File: config.mk
export PLATFORM = sky130hd
export DESIGN_NAME = sndo_mult
export DESIGN_NICKNAME = d
export VERILOG_FILES = /design/src/design/sndo_pkg.sv /design/src/design/sndo_mult.sv
export SDC_FILE = /design/constraint.sdc
export NUM_CORES = 2
export LEC_CHECK = 0
export ABC_CLOCK_PERIOD_IN_PS = 13700
export BUFFER_PORTS_ARGS = -buffer_cell sky130_fd_sc_hd__buf_2
export CAP_MARGIN = 20
export CORE_ASPECT_RATIO = 1.1
export CORE_MARGIN = 2
export CORE_UTILIZATION = 60
export CTS_CLUSTER_SIZE = 25
export DETAILED_ROUTE_END_ITERATION = 16
export PLACE_DENSITY = 0.81
export SLEW_MARGIN = 20
export SYNTH_ARGS = -nofsm -noshare
export SYNTH_HDL_FRONTEND = slang
export SYNTH_SLANG_ARGS = --single-unit
File: constraint.sdc
create_clock -name clk -period 13.7 [get_ports clk]
set_input_delay 1.37 -clock clk [delete_from_list [all_inputs] [get_ports clk]]
set_output_delay 1.37 -clock clk [all_outputs]
set_load 0.1 [all_outputs]
File: src/design/sndo_pkg.sv
// ----------------------------------------------------------------------------
// sndo_pkg: shared types and constants of the strided index odometer
// Sizes, operation and status codes, register indexes and the structs that
// travel between the sequencer and the dimension store.
// ----------------------------------------------------------------------------
package sndo_pkg;

    localparam int MAX_DIMS   = 8;
    localparam int COORD_BITS = 32;
    localparam int DIM_W      = (MAX_DIMS > 1) ? $clog2(MAX_DIMS) : 1;
    localparam int POS_W      = COORD_BITS + 1;
    localparam int HALF_W     = 32;
    localparam int OFF_W      = 2 * HALF_W;
    localparam int EXT_W      = 32;
    localparam int FIELD_W    = 32;
    localparam int RANK_W     = 4;
    localparam int IDX_IN_W   = 3;

    // operation codes
    localparam logic [1:0] OP_LOAD    = 2'd0;
    localparam logic [1:0] OP_RESTART = 2'd1;
    localparam logic [1:0] OP_STEP    = 2'd2;

    // status codes
    localparam logic [1:0] STAT_OK   = 2'd0;
    localparam logic [1:0] STAT_DONE = 2'd1;
    localparam logic [1:0] STAT_BAD  = 2'd2;

    // configuration register indexes
    localparam logic CFG_RANK = 1'b0;
    localparam logic CFG_FAST = 1'b1;

    typedef logic [COORD_BITS-1:0] coord_t;
    typedef logic [POS_W-1:0]      pos_t;
    typedef logic [DIM_W-1:0]      dim_idx_t;
    typedef logic [EXT_W-1:0]      ext_t;

    typedef struct packed {
        logic     en;
        dim_idx_t idx;
        coord_t   start;
        coord_t   stop;
        coord_t   stride;
        ext_t     extent;
    } dim_wr_t;

    typedef struct packed {
        logic     en;
        dim_idx_t idx;
        pos_t     value;
        logic     restart;
        dim_idx_t rank_m1;
    } pos_wr_t;

    typedef struct packed {
        coord_t start;
        coord_t stop;
        coord_t stride;
        ext_t   extent;
        pos_t   pos;
        pos_t   pos0;
        coord_t stop0;
    } dim_rd_t;

endpackage

File: src/design/sndo_mult.sv
// ----------------------------------------------------------------------------
// sndo_mult: shared registered multiplier
// One 32 x 32 multiply per cycle, product registered for the next step.
// ----------------------------------------------------------------------------
module sndo_mult
(
    input  logic                         clk,
    input  logic [sndo_pkg::HALF_W-1:0]  a,
    input  logic [sndo_pkg::EXT_W-1:0]   b,
    output logic [sndo_pkg::OFF_W-1:0]   prod
);

    logic [sndo_pkg::OFF_W-1:0] prod_reg;
    logic [sndo_pkg::OFF_W-1:0] prod_next;

    assign prod_next = a * b;

    always_ff @(posedge clk)
    begin
        prod_reg <= prod_next;
    end

    assign prod = prod_reg;

endmodule

==> out/results.tsv <==
metric	value	unit
layout cells sized above 1	4.322	%
# IOs	129	
unrepaired setup endpoints after global routing	false	
Slew Viols, Final	0	
period utilization	65.13	%
most common cell after layout, fill and taps aside	fa_1	
Std-Cell Rows	92	
PostCTS Resize Cnt	0	
initial antenna violation count	4	
final setup fails	0	
most frequent cells in the layout	fa_1 (896), inv_1 (863), and2_1 (603)	
hold_buf cts	0	
Vias/cell	5.740	
Max FO, Critical Path	32	
DRT antenna net count	0	
Max Fclk	112.1	MHz
status	finished, final reports clean	
vias in the first global route	27980	
Arr. time, crit path	9.20	ns
Core ar.	0.05721	mm²
pre-CTS setup slack	4.551	ns
nets	4898	
critical path required time	13.98	ns
Initial Util	60.53	%
H-tree depth	3	
relative slew slack	43.89	%
Placement Cell Area	0.03538	mm²
clock buffer depth	2	
Ys Warns	0	
dpl hpwl	71800	µm
Syn Inst Count	3758	
Critical Path Max Stage Delay	0.62	ns
Die Wd	233.1	µm
drt initial violations	1405	
synth unique cells	56	
wire length per cell	20.02	µm
register area share after synthesis	3.700	%
gr ovfl total	0	
Post-Syn Nets	4982	
Final Hold Fails	0	
most used cell, CP	fa_1	
Slew @ Worst Pin	0.8416	ns
die area	0.05966	mm²
CP Cell Sequence	buf_2, nand2_1, fa_1, fa_1, inv_1, fa_1, fa_1, fa_1, fa_1, fa_1, inv_1, fa_1, inv_1, ha_1, nand4_1, or4_1, or3_1, a31oi_1, a31o_2, a211oi_1, o21ai_1, xor2_1	
die height	256.0	µm
min Tclk post-route	8.923	ns
Post CTS Setup Buffer Count	0	
DRT Wirelength	88760	µm
Total Routing Usage GR	31.39	%
GP Congestion	0.9215	
DRC viols	0	
Setup crit end kind	flop	
CP Launch Type	primary input	
setup ws final	4.777	ns
CTS sink cnt	64	
first-pass GRT wire length	144200	µm
CTS tree	built	
Yosys reg bits	64	
predominant post-synthesis flop cell	dfxtp_1	
DRT Pass-1 Iters	7	
area grow syn2layout	3.194	%
number of synthesized flops with an enable pin	0	
total CTS buffers	9	
post-route setup TNS	0	ns
Critical Path Slowest Stage Cell	buf_2	
share of synthesized registers carrying an async set or reset	0	%
clock tree root driver cell	clkbuf_16	
max reg flops	64	
largest net degree at the start of global routing	33	
Tightest Hold Check Type	primary input to flop	
I/O Buffers	128	
Syn Area/Cell	9.215	µm²
Setup Crit Path Kind	primary input to flop	
Mapped Area	0.03463	mm²
max cap viols	0	
design area	0.03574	mm²
Clock transition at path regs	0.06	ns
vias post-DR	25450	
path summary, 6_finish.rpt:
kind,from,endpoint,slack [ns],cells after the start
worst max-delay path,a[16],prod[62],4.78,22
worst min-delay path,a[0],prod[0],1.64,2
critical path, delay by kind of cell:
kind            cells  cell delay [ns]
fa+ha+maj           9             4.53
simple gates        4             1.25
compound gates      4             1.07
buf+inv             4             0.79
xor+xnor            1             0.15
final cells by class:
type                            count  area [µm²]
Sequential cell                    64        1281
Timing Repair Buffer              132       670.6
Multi-Input combinational cell   2604       29240
Tap cell                          752       940.9
Inverter                          863        3239
Fill cell                        4635       21470
Clock inverter                      6       115.1
Antenna cell                        2       5.005
Clock buffer                       10       239.0
synth_stat cells (2+ instances only):
| master | count | area (µm²) |
|---|---|---|
| a211oi_1 | 4 | 30.03 |
| a21boi_0 | 3 | 22.52 |
| a21o_1 | 37 | 277.8 |
| a21oi_1 | 68 | 340.3 |
| a21oi_2 | 2 | 17.52 |
| a221o_1 | 4 | 40.04 |
| a221oi_2 | 2 | 30.03 |
| a311oi_1 | 3 | 26.28 |
| a31oi_1 | 11 | 68.82 |
| a41oi_1 | 2 | 17.52 |
| and2_1 | 603 | 3772 |
| and3_1 | 14 | 87.58 |
| and3b_1 | 2 | 17.52 |
| and4_1 | 4 | 35.03 |
| buf_1 | 2 | 7.510 |
| buf_2 | 9 | 45.04 |
| clkbuf_1 | 215 | 807.0 |
| dfxtp_1 | 64 | 1281 |
| fa_1 | 896 | 17940 |
| ha_1 | 263 | 3291 |
| inv_1 | 863 | 3239 |
| nand2_1 | 478 | 1794 |
| nand2b_1 | 2 | 12.51 |
| nand3_1 | 12 | 60.06 |
| nand4_1 | 24 | 150.1 |
| nor2_1 | 21 | 78.83 |
| nor3_1 | 5 | 25.02 |
| o2111ai_1 | 2 | 17.52 |
| o211ai_1 | 3 | 22.52 |
| o21a_1 | 8 | 60.06 |
| o21ai_0 | 28 | 140.1 |
| o21ai_1 | 2 | 10.01 |
| o21bai_1 | 10 | 75.07 |
| o221ai_1 | 3 | 26.28 |
| o2bb2ai_1 | 2 | 17.52 |
| o311a_1 | 2 | 20.02 |
| or2_2 | 3 | 18.77 |
| or3_1 | 5 | 31.28 |
| or4_1 | 3 | 22.52 |
| xnor2_1 | 33 | 289.0 |
| xor2_1 | 26 | 227.7 |
cell families after synthesis:
| group | share of synthesized area, % |
|---|---|
| muxes | 0.02891 |
| DFF | 3.700 |
| adders and majority gates | 61.30 |
| and+or+nand+nor | 17.71 |
| xor gates and xnor gates | 1.492 |
| AOI/OAI and AO/OA | 3.917 |
| buffers and inverters | 11.85 |
per-layer routing:
metal	vias to the layer above	wire length [µm]	global-route usage, %
met4	2	8720	25.14
met1	13140	29090	35.44
met5	-	16	0
met2	1166	45700	53.35
met3	441	5230	3.922
li1	10700	-	-
stage by stage:
step                std cells  utilization (%)  hold WS [ns]
global route             4433            62.46         1.655
finish                   4433            62.46         1.636
global placement         4415            61.84         1.921
floorplan                3758                -         1.497
detailed placement       4415            61.84         1.920
CTS                      4431            62.46         1.617
Power is left out: the tool's default activity adds up to more than one toggle a clock period on the data nets, which glitch-free logic cannot reach.
